$ cat src/rtl/wsfd_pkg.sv
// Shared types and constants for the WebSocket frame deframer.
package wsfd_pkg;

  localparam int unsigned MaxLenW = 24;

  localparam logic [MaxLenW-1:0] MaxLenReset = 24'd524288;
  localparam logic [3:0]         OpClose     = 4'h8;
  localparam logic [6:0]         Len16Code   = 7'd126;
  localparam logic [6:0]         Len64Code   = 7'd127;

  typedef enum logic [1:0] {
    KIND_PAYLOAD = 2'd0,
    KIND_EMPTY   = 2'd1,
    KIND_ERROR   = 2'd2
  } kind_e;

  typedef struct packed {
    logic [7:0] data_byte;
    logic [3:0] frame_opcode;
    kind_e      kind;
    logic       last;
    logic       stream_end;
  } res_t;

endpackage

$ cat src/rtl/wsfd_if.sv
// Valid/ready channel interfaces of the deframer: byte input, result output, config write.
interface wsfd_in_if;
  logic       valid;
  logic       ready;
  logic [7:0] in_byte;

  modport source (output valid, output in_byte, input ready);
  modport sink   (input valid, input in_byte, output ready);
endinterface

interface wsfd_out_if;
  logic       valid;
  logic       ready;
  logic [7:0] data_byte;
  logic [3:0] frame_opcode;
  logic [1:0] kind;
  logic       last;
  logic       stream_end;

  modport source (output valid, output data_byte, output frame_opcode, output kind,
                  output last, output stream_end, input ready);
  modport sink   (input valid, input data_byte, input frame_opcode, input kind,
                  input last, input stream_end, output ready);
endinterface

interface wsfd_cfg_if;
  logic                         valid;
  logic                         ready;
  logic [wsfd_pkg::MaxLenW-1:0] max_payload_bytes;

  modport source (output valid, output max_payload_bytes, input ready);
  modport sink   (input valid, input max_payload_bytes, output ready);
endinterface

$ cat src/rtl/websocket_frame_deframer.sv
// A byte taken from in_i reaches out_o through two registers: input, then result register.
// Throughput: one byte per cycle unless out_o stalls; one core state update per byte.
// The input register is free to refill while a finished result waits in the output register.
// Reset (rst_ni low, asynchronous): parser back to first header byte, both stages empty,
// max_payload_bytes back to 524288. A close frame or an oversize error stops it until reset.
module websocket_frame_deframer (
  input  logic        clk_i,
  input  logic        rst_ni,
  wsfd_in_if.sink     in_i,
  wsfd_out_if.source  out_o,
  wsfd_cfg_if.sink    cfg_i
);

  // Configuration register: always ready, written whenever valid.
  logic [wsfd_pkg::MaxLenW-1:0] max_len_q;

  // Input register stage.
  logic       in_valid_q;
  logic [7:0] in_byte_q;

  // Result register stage.
  logic           out_valid_q, out_valid_d;
  wsfd_pkg::res_t out_q;

  // Core outputs.
  logic           res_valid;
  wsfd_pkg::res_t res;

  logic advance;
  logic in_take;

  assign cfg_i.ready = 1'b1;

  // Advance the held byte once the result slot is free or being emptied this cycle.
  assign advance    = in_valid_q && (!out_valid_q || out_o.ready);
  assign in_i.ready = !in_valid_q || advance;
  assign in_take    = in_i.valid && in_i.ready;

  always_ff @(posedge clk_i or negedge rst_ni) begin
    if (!rst_ni) begin
      max_len_q <= wsfd_pkg::MaxLenReset;
    end else if (cfg_i.valid) begin
      max_len_q <= cfg_i.max_payload_bytes;
    end
  end

  always_ff @(posedge clk_i or negedge rst_ni) begin
    if (!rst_ni) begin
      in_valid_q <= 1'b0;
    end else begin
      in_valid_q <= in_take || (in_valid_q && !advance);
    end
  end

  // Hold the payload unless a new transaction lands.
  always_ff @(posedge clk_i) begin
    if (in_take) begin
      in_byte_q <= in_i.in_byte;
    end
  end

  wsfd_core u_core (
    .clk_i       (clk_i),
    .rst_ni      (rst_ni),
    .step_i      (advance),
    .byte_i      (in_byte_q),
    .max_len_i   (max_len_q),
    .res_valid_o (res_valid),
    .res_o       (res)
  );

  // A byte without result still empties the slot, as any old result was taken.
  always_comb begin
    out_valid_d = out_valid_q;
    if (advance) begin
      out_valid_d = res_valid;
    end else if (out_o.ready) begin
      out_valid_d = 1'b0;
    end
  end

  always_ff @(posedge clk_i or negedge rst_ni) begin
    if (!rst_ni) begin
      out_valid_q <= 1'b0;
    end else begin
      out_valid_q <= out_valid_d;
    end
  end

  always_ff @(posedge clk_i) begin
    if (advance && res_valid) begin
      out_q <= res;
    end
  end

  assign out_o.valid        = out_valid_q;
  assign out_o.data_byte    = out_q.data_byte;
  assign out_o.frame_opcode = out_q.frame_opcode;
  assign out_o.kind         = out_q.kind;
  assign out_o.last         = out_q.last;
  assign out_o.stream_end   = out_q.stream_end;

endmodule

$ cat src/rtl/wsfd_core.sv
// Frame parser state: header decode, length, mask key and payload unmasking.
module wsfd_core (
  input  logic                         clk_i,
  input  logic                         rst_ni,
  input  logic                         step_i,
  input  logic [7:0]                   byte_i,
  input  logic [wsfd_pkg::MaxLenW-1:0] max_len_i,
  output logic                         res_valid_o,
  output wsfd_pkg::res_t               res_o
);

  localparam logic [2:0] PhHdr0    = 3'd0;
  localparam logic [2:0] PhHdr1    = 3'd1;
  localparam logic [2:0] PhExtLen  = 3'd2;
  localparam logic [2:0] PhKey     = 3'd3;
  localparam logic [2:0] PhPayload = 3'd4;

  logic [2:0]  phase_q, phase_d;
  logic [3:0]  opcode_q, opcode_d;
  logic        mask_q, mask_d;
  logic [3:0]  ext_q, ext_d;
  logic [63:0] rem_q, rem_d;
  logic [31:0] key_q, key_d;
  logic [1:0]  pos_q, pos_d;
  logic        stopped_q, stopped_d;

  logic        len_done;
  logic        hdr_done;
  logic [6:0]  len7;
  logic [7:0]  key_byte;

  assign len7 = byte_i[6:0];

  always_comb begin
    case (pos_q)
      2'd0:    key_byte = key_q[31:24];
      2'd1:    key_byte = key_q[23:16];
      2'd2:    key_byte = key_q[15:8];
      default: key_byte = key_q[7:0];
    endcase
  end

  always_comb begin
    phase_d     = phase_q;
    opcode_d    = opcode_q;
    mask_d      = mask_q;
    ext_d       = ext_q;
    rem_d       = rem_q;
    key_d       = key_q;
    pos_d       = pos_q;
    stopped_d   = stopped_q;
    len_done    = 1'b0;
    hdr_done    = 1'b0;
    res_valid_o = 1'b0;
    res_o       = '0;
    res_o.frame_opcode = opcode_q;

    if (step_i && !stopped_q) begin
      case (phase_q)
        PhHdr1: begin
          mask_d = byte_i[7];
          rem_d  = '0;
          if (len7 == wsfd_pkg::Len16Code) begin
            ext_d   = 4'd2;
            phase_d = PhExtLen;
          end else if (len7 == wsfd_pkg::Len64Code) begin
            ext_d   = 4'd8;
            phase_d = PhExtLen;
          end else begin
            rem_d    = {57'd0, len7};
            len_done = 1'b1;
          end
        end
        PhExtLen: begin
          rem_d = {rem_q[55:0], byte_i};
          ext_d = ext_q - 4'd1;
          if (ext_d == 4'd0) begin
            len_done = 1'b1;
          end
        end
        PhKey: begin
          key_d = {key_q[23:0], byte_i};
          if (pos_q == 2'd3) begin
            hdr_done = 1'b1;
          end else begin
            pos_d = pos_q + 2'd1;
          end
        end
        PhPayload: begin
          pos_d       = pos_q + 2'd1;
          rem_d       = rem_q - 64'd1;
          res_valid_o = 1'b1;
          res_o.data_byte = byte_i ^ key_byte;
          res_o.kind      = wsfd_pkg::KIND_PAYLOAD;
          // Final byte of the frame when one byte was left before this one.
          if (rem_q == 64'd1) begin
            res_o.last = 1'b1;
            phase_d    = PhHdr0;
            if (opcode_q == wsfd_pkg::OpClose) begin
              res_o.stream_end = 1'b1;
              stopped_d        = 1'b1;
            end
          end
        end
        default: begin
          opcode_d = byte_i[3:0];
          phase_d  = PhHdr1;
        end
      endcase

      // Length known: collect the key first if the frame is masked.
      if (len_done) begin
        key_d = '0;
        if (mask_d) begin
          pos_d   = 2'd0;
          phase_d = PhKey;
        end else begin
          hdr_done = 1'b1;
        end
      end

      // Header complete: size check, empty frame or payload.
      if (hdr_done) begin
        pos_d = 2'd0;
        if (rem_d > {40'd0, max_len_i}) begin
          stopped_d        = 1'b1;
          phase_d          = PhHdr0;
          res_valid_o      = 1'b1;
          res_o.kind       = wsfd_pkg::KIND_ERROR;
          res_o.last       = 1'b1;
          res_o.stream_end = 1'b1;
        end else if (rem_d == 64'd0) begin
          stopped_d        = (opcode_q == wsfd_pkg::OpClose);
          phase_d          = PhHdr0;
          res_valid_o      = 1'b1;
          res_o.kind       = wsfd_pkg::KIND_EMPTY;
          res_o.last       = 1'b1;
          res_o.stream_end = (opcode_q == wsfd_pkg::OpClose);
        end else begin
          phase_d = PhPayload;
        end
      end
    end
  end

  always_ff @(posedge clk_i or negedge rst_ni) begin
    if (!rst_ni) begin
      phase_q   <= PhHdr0;
      opcode_q  <= '0;
      mask_q    <= 1'b0;
      ext_q     <= '0;
      rem_q     <= '0;
      key_q     <= '0;
      pos_q     <= '0;
      stopped_q <= 1'b0;
    end else begin
      phase_q   <= phase_d;
      opcode_q  <= opcode_d;
      mask_q    <= mask_d;
      ext_q     <= ext_d;
      rem_q     <= rem_d;
      key_q     <= key_d;
      pos_q     <= pos_d;
      stopped_q <= stopped_d;
    end
  end

endmodule

$ cat src/flat_wrapper.sv
// flat-port wrapper written by rule: the top's interface ports become plain ports
module websocket_frame_deframer_flat 
  (clk_i, rst_ni, in_i_valid, in_i_in_byte, in_i_ready, out_o_valid, out_o_data_byte, out_o_frame_opcode, out_o_kind, out_o_last, out_o_stream_end, out_o_ready, cfg_i_valid, cfg_i_max_payload_bytes, cfg_i_ready);
  wsfd_in_if in_i_i ();
  wsfd_out_if out_o_i ();
  wsfd_cfg_if cfg_i_i ();
  input  logic clk_i;
  input  logic rst_ni;
  input wire logic [$bits(in_i_i.valid)-1:0] in_i_valid;
  input wire logic [$bits(in_i_i.in_byte)-1:0] in_i_in_byte;
  output wire logic [$bits(in_i_i.ready)-1:0] in_i_ready;
  output wire logic [$bits(out_o_i.valid)-1:0] out_o_valid;
  output wire logic [$bits(out_o_i.data_byte)-1:0] out_o_data_byte;
  output wire logic [$bits(out_o_i.frame_opcode)-1:0] out_o_frame_opcode;
  output wire logic [$bits(out_o_i.kind)-1:0] out_o_kind;
  output wire logic [$bits(out_o_i.last)-1:0] out_o_last;
  output wire logic [$bits(out_o_i.stream_end)-1:0] out_o_stream_end;
  input wire logic [$bits(out_o_i.ready)-1:0] out_o_ready;
  input wire logic [$bits(cfg_i_i.valid)-1:0] cfg_i_valid;
  input wire logic [$bits(cfg_i_i.max_payload_bytes)-1:0] cfg_i_max_payload_bytes;
  output wire logic [$bits(cfg_i_i.ready)-1:0] cfg_i_ready;
  assign in_i_i.valid = in_i_valid;
  assign in_i_i.in_byte = in_i_in_byte;
  assign in_i_ready = in_i_i.ready;
  assign out_o_valid = out_o_i.valid;
  assign out_o_data_byte = out_o_i.data_byte;
  assign out_o_frame_opcode = out_o_i.frame_opcode;
  assign out_o_kind = out_o_i.kind;
  assign out_o_last = out_o_i.last;
  assign out_o_stream_end = out_o_i.stream_end;
  assign out_o_i.ready = out_o_ready;
  assign cfg_i_i.valid = cfg_i_valid;
  assign cfg_i_i.max_payload_bytes = cfg_i_max_payload_bytes;
  assign cfg_i_ready = cfg_i_i.ready;
  websocket_frame_deframer u_core (.clk_i(clk_i), .rst_ni(rst_ni), .in_i(in_i_i), .out_o(out_o_i), .cfg_i(cfg_i_i));
endmodule
$ cat config.mk
export PLATFORM = sky130hd
export DESIGN_NAME = websocket_frame_deframer_flat
export DESIGN_NICKNAME = d
export VERILOG_FILES = /design/src/rtl/wsfd_pkg.sv /design/src/rtl/wsfd_if.sv /design/src/rtl/websocket_frame_deframer.sv /design/src/rtl/wsfd_core.sv /design/src/flat_wrapper.sv
export SDC_FILE = /design/constraint.sdc
export NUM_CORES = 1
export LEC_CHECK = 0
export BUFFER_PORTS_ARGS = -buffer_cell sky130_fd_sc_hd__buf_2
export CAP_MARGIN = 20
export CORE_MARGIN = 3
export CORE_UTILIZATION = 57
export DETAILED_ROUTE_END_ITERATION = 6
export GPL_TIMING_DRIVEN = 0
export PLACE_DENSITY = 0.78
export SYNTH_ARGS = -nofsm -noshare
export SYNTH_HDL_FRONTEND = slang
export SYNTH_SLANG_ARGS = --single-unit
$ cat constraint.sdc
create_clock -name clk_i -period 5.43 [get_ports clk_i]
set_input_delay 0.2715 -clock clk_i [delete_from_list [all_inputs] [get_ports clk_i]]
set_output_delay 0.2715 -clock clk_i [all_outputs]
set_load 0.01 [all_outputs]
-- Word level (Yosys, flattened, before mapping)
Cells that the tools add are included.
- word-level logic and storage cells: 114
- bits of input ports: 37
- register bits: 161
- $lt $le $gt $ge: 1
- mux-type cells: 55
- bitwise operators: 2
- add/sub/neg operators: 3
- equal/unequal tests: 12
- reductions and logical operators: 24
- operators by type and width (kind ; number):
    case mux 64 bit (3 select lines) ; 1
    equality test 64 x 1 -> 1 bit, second input constant ; 1
    greater-than comparator 64 x 24 -> 1 bit ; 1
    zero test 64 bit ; 1
    2-to-1 mux 32 bit ; 2
    2-to-1 mux 64 bit ; 1
    subtractor 64 x 1 -> 64 bit, second input constant ; 1
    2-to-1 mux 1 bit ; 25
    2-to-1 mux 3 bit ; 8
    case mux 8 bit (3 select lines) ; 1
    2-to-1 mux 4 bit ; 5
    equality test 7 bit, second input constant ; 2
    2-to-1 mux 7 bit ; 2
    2-to-1 mux 2 bit ; 6
    case mux 3 bit (3 select lines) ; 1
    case mux 4 bit (2 select lines) ; 1
    XOR 8 bit ; 1
    equality test 3 x 2 -> 1 bit, second input constant ; 2
    AND reduction 2 bit ; 3
    nonzero test 2 bit ; 3
    logical AND 1 bit ; 5
    equality test 2 bit, second input constant ; 2
    equality test 4 bit, second input constant ; 1
    zero test 1 bit ; 4
    other kinds (15) ; 17

-- Longest topological paths before layout
Gate-level depths: netlist (run 1).
- word-level depth: 11
- depth in mapped cells: 21

-- Modules after synthesis
From an unflattened synthesis (run 1), not the netlist that was laid out.
- cells, all modules: 1326
- area total of the unflattened synthesis: 11010.6 um^2
- by module, submodules not included (module ; instances ; area an instance (um^2) ; sequential area each (um^2) ; cells each):
    wsfd_core ; 1 ; 9183.8 ; 2777.7 ; 1239
    websocket_frame_deframer ; 1 ; 1826.8 ; 1372.6 ; 87

-- Worst setup path after synthesis (run 1)
No wires, ideal clock.
- path kind: register to register
- from: register u_core.u_core.rem_q[0]
- to: register u_core.out_q, in the netlist u_core.out_o.data_byte[0], enable pin
- stages on the path, launching flop included: 21
- required time: 5.139 ns
- path slack: 0.341 ns
- library setup time: 0.291 ns
- arrival time: 4.798 ns
- buffers on the path: 3
- cells stage by stage: dfrtp_1 -> clkbuf_1 -> inv_1 -> ha_1 -> or3b_2 -> clkbuf_1 -> nor2_1 -> clkbuf_1 -> a32oi_1 -> o221a_2 -> ha_1 -> a21o_1 -> a21o_1 -> a21o_1 -> a2111oi_0 -> o21a_1 -> o22a_1 -> o211ai_1 -> or4_1 -> o31a_1 -> or2_2
- cells in the longest elaborated chain, start to end: 9
- ends and longest elaborated chain (item ; RTL line ; text):
    from (decl) ; wsfd_core.sv:22 ; logic [63:0] rem_q, rem_d;
    from (signal assigned) ; wsfd_core.sv:161 ; rem_q <= rem_d;
    subtractor 64 x 1 -> 64 bit ; wsfd_core.sv:91 ; rem_d = rem_q - 64'd1;
    case mux 64 bit (3 select lines) * ; wsfd_core.sv:59 ; case (phase_q)
    2-to-1 mux 64 bit * ; wsfd_core.sv:58 ; if (step_i && !stopped_q) begin
    parallel branches: the longest is 2 deep, another holds greater-than comparator 64 x 24 -> 1 bit ; - ;
    2-to-1 mux 1 bit * ; wsfd_core.sv:125 ; if (rem_d > {40'd0, max_len_i}) begin
    2-to-1 mux 1 bit * ; wsfd_core.sv:123 ; if (hdr_done) begin
    2-to-1 mux 1 bit * ; wsfd_core.sv:58 ;
    logical AND 1 bit * ; websocket_frame_deframer.sv:91 ; if (advance && res_valid) begin
    to (signal assigned) ; websocket_frame_deframer.sv:92 ; out_q <= res;
    to (decl) ; websocket_frame_deframer.sv:23 ; wsfd_pkg::res_t out_q;
Mark *: on every way between the ends. The select of a mux whose other input is x is not followed.
A chain may end at the register's enable or synchronous reset.

-- Worst setup path after layout (run 1)
- from: register u_core.u_core.phase_q[0]
- to: register u_core.out_q, in the netlist u_core.out_o.data_byte[5], enable pin
- cells in the longest elaborated chain, start to end: 9
- ends and longest elaborated chain (item ; RTL line ; text):
    from (decl) ; wsfd_core.sv:18 ; logic [2:0] phase_q, phase_d;
    from (signal assigned) ; wsfd_core.sv:148 ; phase_q <= PhHdr0;
    from (signal assigned) ; wsfd_core.sv:157 ; phase_q <= phase_d;
    parallel branches: the longest is 6 deep, another holds greater-than comparator 64 x 24 -> 1 bit ; - ;
    2-to-1 mux 1 bit * ; wsfd_core.sv:123 ;
    2-to-1 mux 1 bit * ; wsfd_core.sv:58 ;
    logical AND 1 bit * ; websocket_frame_deframer.sv:91 ;
Marked as above.

==> impl_metrics.tcl, run 1 <==
set metrics [dict create \
    outcome "finished with violations" \
    violations "DRC" \
    postCtsSetupBuffers 0 \
    cts.sinks 161 \
    clock_skew_ns 0.0155 \
    yosys-top-cells-count "251 x nand2_1, 136 x dfrtp_1, 116 x nor2_1, 107 x o21ai_0, 95 x clkbuf_1" \
    finalWirelength_mm 44.2 \
    synthCells 1388 \
    finalCriticalPeriod_ns 5.39 \
    ios 56 \
    ys_ff_latch 161 \
    synth_top_flop_cell "dfrtp_1" \
    drc 2 \
    slew_violations 0 \
    dieArea_um2 20900 \
    start_util_pct 58.4 \
    synthTopCellsByArea "dfrtp_1 31%, nand2_1 8.6%, edfxtp_1 6.6%" \
    critical_path_required_ns 5.62 \
    fmax_ghz 0.186 \
    grt_pass1_vias 11300 \
    htree_levels 4 \
    cts_made_buffers 17 \
    seq_area_frac_synth_pct 37.9 \
    wl_per_cell_um 25.9 \
    antenna_found_initial 1 \
    critPathMaxFanout 10 \
    via_count 12100 \
    worstHoldPathType "in -> reg" \
    final-instance-count-excl-fill 1707 \
    num-fill-cells 1597 \
    grt-ovfl-total 0 \
    dp_hpwl_mm 31.9 \
    cts_tree "done" \
    fin_util_pct 66.2 \
    final_antenna_net_count 0 \
    hold_viol 0 \
    die_height_um 145 \
    cap_viol_max_count 0 \
    fin_crit_sh_pct 99.2 \
    clkSlewWorstSetupHoldPaths_ns 0.08 \
    synth_largest_area_cell "dfrtp_1" \
    place.gp.congestion 1.12 \
    synth_top_area_share_pct 31.1 \
    drt_pre_antenna_iters 7 \
    die_x_um 145 \
    grtUsageTotal_pct 42.1 \
    first_iter_violations 2110 \
    synth_edf_count 24 \
    total_power_w 0.00761 \
    synth_cell_types 79 \
    viasPerCell 7.07 \
    crit_path_start_kind "flip-flop" \
    syn_area_um2 11000 \
    fin_nets 1531 \
    cts-root-buf "clkbuf_16" \
    setup_violations 0 \
    maxSlewHeadroom_pct 23.9 \
    syn_avg_cell_area_um2 7.89 \
    placed_cell_area_um2 11600 \
    powerDensity_nw_per_um2 612 \
    grt_max_degree 83 \
    p_leak_nw 5.32 \
    rows 50 \
    clockBufferDepth 2 \
    final_area_um2 12400 \
    area.growth.synth_to_final_pct 13.4 \
    tightest_slew_ns 1.13 \
    critical_path_class "reg -> reg" \
    async_flop_share_pct 85.1 \
    grt_first_pass_wirelength_mm 66.1 \
    synth_fp_nets 1460 \
    yosysMostFrequentCell "nand2_1" \
    yosysWarnings 0 \
    worstPathArrival_ns 5.58 \
    placedCellCount 1677 \
    drive_gt1_share_pct 12.5 \
    core_um2 18800 \
    clk_latency_ns 0.46 \
    port_buffers 53 \
    holdWs_ns 0.00112 \
    peakVddDrop_v 0.000296 \
    cp-end-kind "flip-flop" \
]
through the flow:
stage | setup TNS (ns) | setup WS, ns
5_1_grt | -0.694 | -0.0497
6_report | 0 | 0.0420
4_1_cts | 0 | 0.00717
3_3_place_gp | -36.55 | -1.71
2_1_floorplan | 0 | 0.341
3_5_place_dp | -37.00 | -1.73
metal layers:
layer	vias to the layer above	GRT usage, %	part of all wire (%)
met5	-	0	0
met4	0	28.7	7.8
met3	263	9.33	12
met2	1014	63.4	44
met1	5622	54.2	36
li1	5170	-	-
placed cells by master, fill, tap and decap left out, types with 12 or more instances in the layout:
cell type and instances:
nand2_1 249, or4_1 12, nor4_1 34, a21oi_1 71
a31oi_1 22, xnor2_1 18, nand3_1 64, dfrtp_1 133
nor3_1 36, nor2_1 111, nand4_1 21, o21ai_0 104
edfxtp_1 24, clkbuf_16 17, or3_1 18, ha_1 34
inv_1 50, clkbuf_1 68, nand2b_1 14, buf_2 66
cell type report:
class / count / area (um2) / share of cell area, %
Tap cell: 234 / 293 / 2.36
Inverter: 51 / 191 / 1.54
Clock inverter: 15 / 205 / 1.65
Multi-Input combinational cell: 1061 / 6330 / 50.9
Sequential cell: 161 / 4150 / 33.4
Buffer: 105 / 460 / 3.70
Antenna cell: 1 / 2.50 / 0.0201
Timing Repair Buffer: 62 / 369 / 2.97
Clock buffer: 17 / 425 / 3.42
state kept, by name, indices dropped and copies added, names as in the netlist:
name / flops
u_core.out_o.stream_end: 1
u_core.out_o.kind: 2
u_core.u_core.stopped_q: 1
u_core.u_core.ext_q: 4
u_core.u_core.phase_q: 3
u_core.u_core.mask_q: 1
u_core.u_core.opcode_q: 4
u_core.out_o.last: 1
u_core.in_byte_q: 8
u_core.u_core.rem_q: 64
u_core.out_o.data_byte: 8
u_core.out_o.frame_opcode: 4
u_core.out_o.valid: 1
u_core.u_core.pos_q: 2
u_core.max_len_q: 24
u_core.u_core.key_q: 32
u_core.in_valid_q: 1
timing repair:
| item | 4_1_cts | 5_1_grt |
|---|---|---|
| setup endpoints to repair | 23 | 23 |
| endpoints found under the hold margin | 59 | 0 |
| cloned | 0 | 1 |
| hold buffers | 5 | 0 |
| resized for setup | 46 | 32 |
power breakdown:
| group | switching (W) | total, W | internal [W] |
|---|---|---|---|
| clock | 0.000650 | 0.00129 | 0.000635 |
| sequential | 0.000395 | 0.00198 | 0.00159 |
| combinational | 0.00293 | 0.00434 | 0.00141 |
| total | 0.00398 | 0.00761 | 0.00364 |
critical path: stages (launching register included):
cell and delay, ns:
dfrtp_1 0.38, clkbuf_2 0.30, inv_1 0.14, a21oi_2 0.52, clkbuf_1 0.77, o21ai_0 0.23
o311ai_1 0.22, ha_1 0.37, nand4_1 0.10, or2_2 0.16, a21oi_1 0.07, o22ai_1 0.15
o21a_1 0.16, o22a_2 0.24, o211ai_1 0.10, or4_4 0.54, o31a_1 0.36, or2_4 0.32
worst paths after layout:
| check | startpoint | end | slack [ns] | cells after the start |
|---|---|---|---|---|
| min reg2reg | u_core.u_core.key_q[29] | u_core.u_core.key_q[29] | 0.47 | 2 |
| max | u_core.u_core.phase_q[0] | u_core.out_o.data_byte[5] | 0.04 | 17 |
| min in group asynchronous | rst_ni | u_core.u_core.rem_q[57] | 0.35 | 2 |
| max in group asynchronous | rst_ni | u_core.u_core.rem_q[0] | 4.25 | 3 |
| min | in_i_in_byte[5] | u_core.in_byte_q[5] | 0.001 | 1 |
| max reg2reg | u_core.u_core.phase_q[0] | u_core.out_o.data_byte[5] | 0.04 | 17 |
kinds of logic (layout without fill, tap and decap cells):
group,Yosys count,count (layout),synth area share (%)
mux,13,13,1.30
buf+inv,167,250,5.90
compound gates,344,344,20.4
xor+xnor,26,26,2.08
other cells,1,2,0.0342
fa+ha+maj,36,36,4.09
simple gates,640,641,28.3
flops,161,161,37.9
(Power assumes the default switching activity.)
==> inputs of run 2 (changes only) <==
ABC_AREA = 1   (was unset)
CAP_MARGIN = unset   (was 20)
GPL_TIMING_DRIVEN = 1   (was 0)
==> run 2 against run 1 <==
Effect of this change:
- the run now ends clean
- via count decreased by 10%
- flip-flop and latch count unchanged
- setup slack improved by 0.88 ns
- critical path depth unchanged
- largest cell class unchanged
- die area decreased by 1.5%
- highest routed layer unchanged
- first-iteration DRC count decreased by 42%
- largest power group unchanged
==> impl_metrics.tcl, run 2 <==
set metrics [dict create \
    cts_hold_buf 7 \
    drc 0 \
    finalWirelength_mm 31.2 \
    mostFrequentLayoutCell "nand2_1" \
    tightest_slew_ns 0.997 \
    grtUsageTotal_pct 30.9 \
    cp-end-kind "flip-flop" \
    clock_skew_ns 0.0156 \
    worstPathArrival_ns 4.69 \
    critPathLaunch "u_core.u_core.phase_q[0]" \
    grt_first_pass_wirelength_mm 50.1 \
    fmax_ghz 0.222 \
    hold_viol 0 \
    port_buffers 54 \
    core_um2 18300 \
    powerDensity_nw_per_um2 649 \
    p_leak_nw 5.96 \
    viasPerCell 5.71 \
    peakVddDrop_v 0.000336 \
    layout_common_cells "520 x nand2_1, 211 x nor2_1, 167 x inv_1" \
    syn_avg_cell_area_um2 6.67 \
    largest-register "u_core.u_core.rem_q" \
    r2r_start "u_core.u_core.phase_q[0]" \
    setup_slack_ns 0.921 \
    crit_path_start_kind "flip-flop" \
    cap_viol_max_count 0 \
    placedCellCount 1857 \
    fin_util_pct 65.0 \
    clockBufferDepth 2 \
    fin_crit_sh_pct 83.0 \
    setup_violations 0 \
    worstHoldPathType "in -> reg" \
    synth_top_area_share_pct 31.6 \
    critPathMaxFanout 23 \
    yosys-top-cells-count "520 x nand2_1, 212 x nor2_1, 168 x inv_1, 164 x o21ai_0, 136 x dfrtp_1" \
    ys_ff_latch 161 \
    grt-ovfl-total 0 \
    wl_per_cell_um 16.5 \
    clkSlewWorstSetupHoldPaths_ns 0.07 \
    synthCells 1618 \
    cts_tree "done" \
    setup_tns_ns 0 \
    seq_area_frac_synth_pct 38.5 \
    rows 49 \
    antennaDiodeCount 0 \
    holdWs_ns 0.0125 \
    maxSlewHeadroom_pct 33.6 \
    top_layer "met4" \
    cts.sinks 161 \
    clk_latency_ns 0.44 \
    dieArea_um2 20600 \
    synth_top_flop_cell "dfrtp_1" \
    synth_fp_nets 1690 \
    hp-start "in_i_in_byte[1]" \
    critical_path_class "reg -> reg" \
    place.gp.congestion 1.02 \
    htree_levels 4 \
    wl_met1_mm 13.4 \
    finalCriticalPeriod_ns 4.51 \
    area.growth.synth_to_final_pct 10.0 \
    rsz0062_at_grt "no" \
    die_height_um 144 \
    wl_met3_mm 2.97 \
    synth_edf_count 24 \
    start_util_pct 59.0 \
    syn_area_um2 10800 \
    grt_pass1_vias 9722 \
    ios 56 \
    cts.repair.resized 0 \
    drive_gt1_share_pct 8.51 \
    fin_nets 1727 \
    largest_register_ffs 64 \
    largestRegisters "u_core.u_core.rem_q (64), u_core.u_core.key_q (32), u_core.max_len_q (24)" \
    outcome "complete, no violations" \
    final_antenna_net_count 0 \
    wl_met2_mm 14.2 \
    first_iter_violations 1228 \
    cts-root-buf "clkbuf_16" \
    dp_hpwl_mm 22.8 \
    drt_pre_antenna_iters 6 \
    cts_made_buffers 17 \
    grt_max_degree 95 \
    async_flop_share_pct 85.1 \
    synth_largest_area_cell "dfrtp_1" \
    postCtsSetupBuffers 0 \
    yosysWarnings 0 \
    synthTopCellsByArea "dfrtp_1 32%, nand2_1 18%, o21ai_0 7.6%" \
    final-instance-count-excl-fill 1897 \
    yosysMostFrequentCell "nand2_1" \
    critical_path_required_ns 5.62 \
    slew_violations 0 \
    die_x_um 144 \
    synth_cell_types 38 \
    pre_cts_slack_ns 1.12 \
    antenna_found_initial 0 \
    via_count 10800 \
]
## run 2: changes by cell type after synthesis, sizes merged, moves of 16 or more
cell	change
inv	+120
or4	-17
nand2	+280
nor2	+118
nand2b	-16
nor4	-39
nor3	-33
clkbuf	-57
nand3	+62
or3	-18
a31oi	-22
o21ai	+59
xnor2	-17
a21oi	-16
## run 2: cells by family (layout without fill, tap and decap cells)
kind of cell | Yosys count | count (layout) | share of synthesized area, %
xor+xnor | 1 | 1 | 0.0812
fa+ha+maj | 35 | 35 | 4.06
other cells | 1 | 1 | 0.0348
buf+inv | 229 | 279 | 8.19
flops | 161 | 161 | 38.5
mux | 1 | 1 | 0.104
compound gates | 267 | 267 | 13.2
simple gates | 923 | 923 | 35.8
## run 2: metrics by stage
stage          area [um2]  power, W
6_report            11900   0.00770
5_1_grt             11900   0.00835
4_1_cts             11900   0.00758
3_5_place_dp        11200   0.00636
3_3_place_gp        11200   0.00632
2_1_floorplan       10800   0.00514
## run 2: per-layer routing
layer | vias up | global-route usage [%]
met3 | 66 | 6.82
met5 | - | 0
li1 | 5309 | -
met2 | 519 | 49.3
met4 | 0 | 7.23
met1 | 4931 | 43.3
## run 2: power by group
part	switching, W	internal (W)
clock	0.000560	0.000631
combinational	0.00321	0.00126
sequential	0.000457	0.00158
## run 2: path summary, 6_finish.rpt
check	to	slack (ns)	cells after the start
worst max-delay path	u_core.out_o.frame_opcode[0]	0.92	17
worst min-delay path	u_core.in_byte_q[1]	0.01	1
worst min register to register	u_core.out_o.frame_opcode[1]	0.48	0
worst max register to register	u_core.out_o.frame_opcode[0]	0.92	17
min in group asynchronous	u_core.u_core.key_q[7]	0.37	2
max in group asynchronous	u_core.u_core.rem_q[24]	3.61	3
## run 2: cell type report
type | count | area (um2)
fill | 1665 | 6400
timing repair buffer | 74 | 447
clock inverter | 13 | 118
inverter | 173 | 649
multi-input combinational | 1228 | 5760
clock buffer | 19 | 454
tap | 229 | 287
sequential | 161 | 4150
## run 2: critical path, cell delays in order (launching register included)
cell and delay (ns):
dfrtp_1 0.41, nor2_1 0.18, nand2_1 0.32, inv_2 0.48, nor2_4 0.21, nand2_1 0.11
nand3_1 0.18, ha_1 0.33, inv_1 0.04, nor4_1 0.60, nand4_1 0.17, nor3_1 0.19
a21oi_1 0.12, nor2_1 0.32, nand3_2 0.15, nand2_1 0.14, nand3_1 0.08, buf_4 0.20
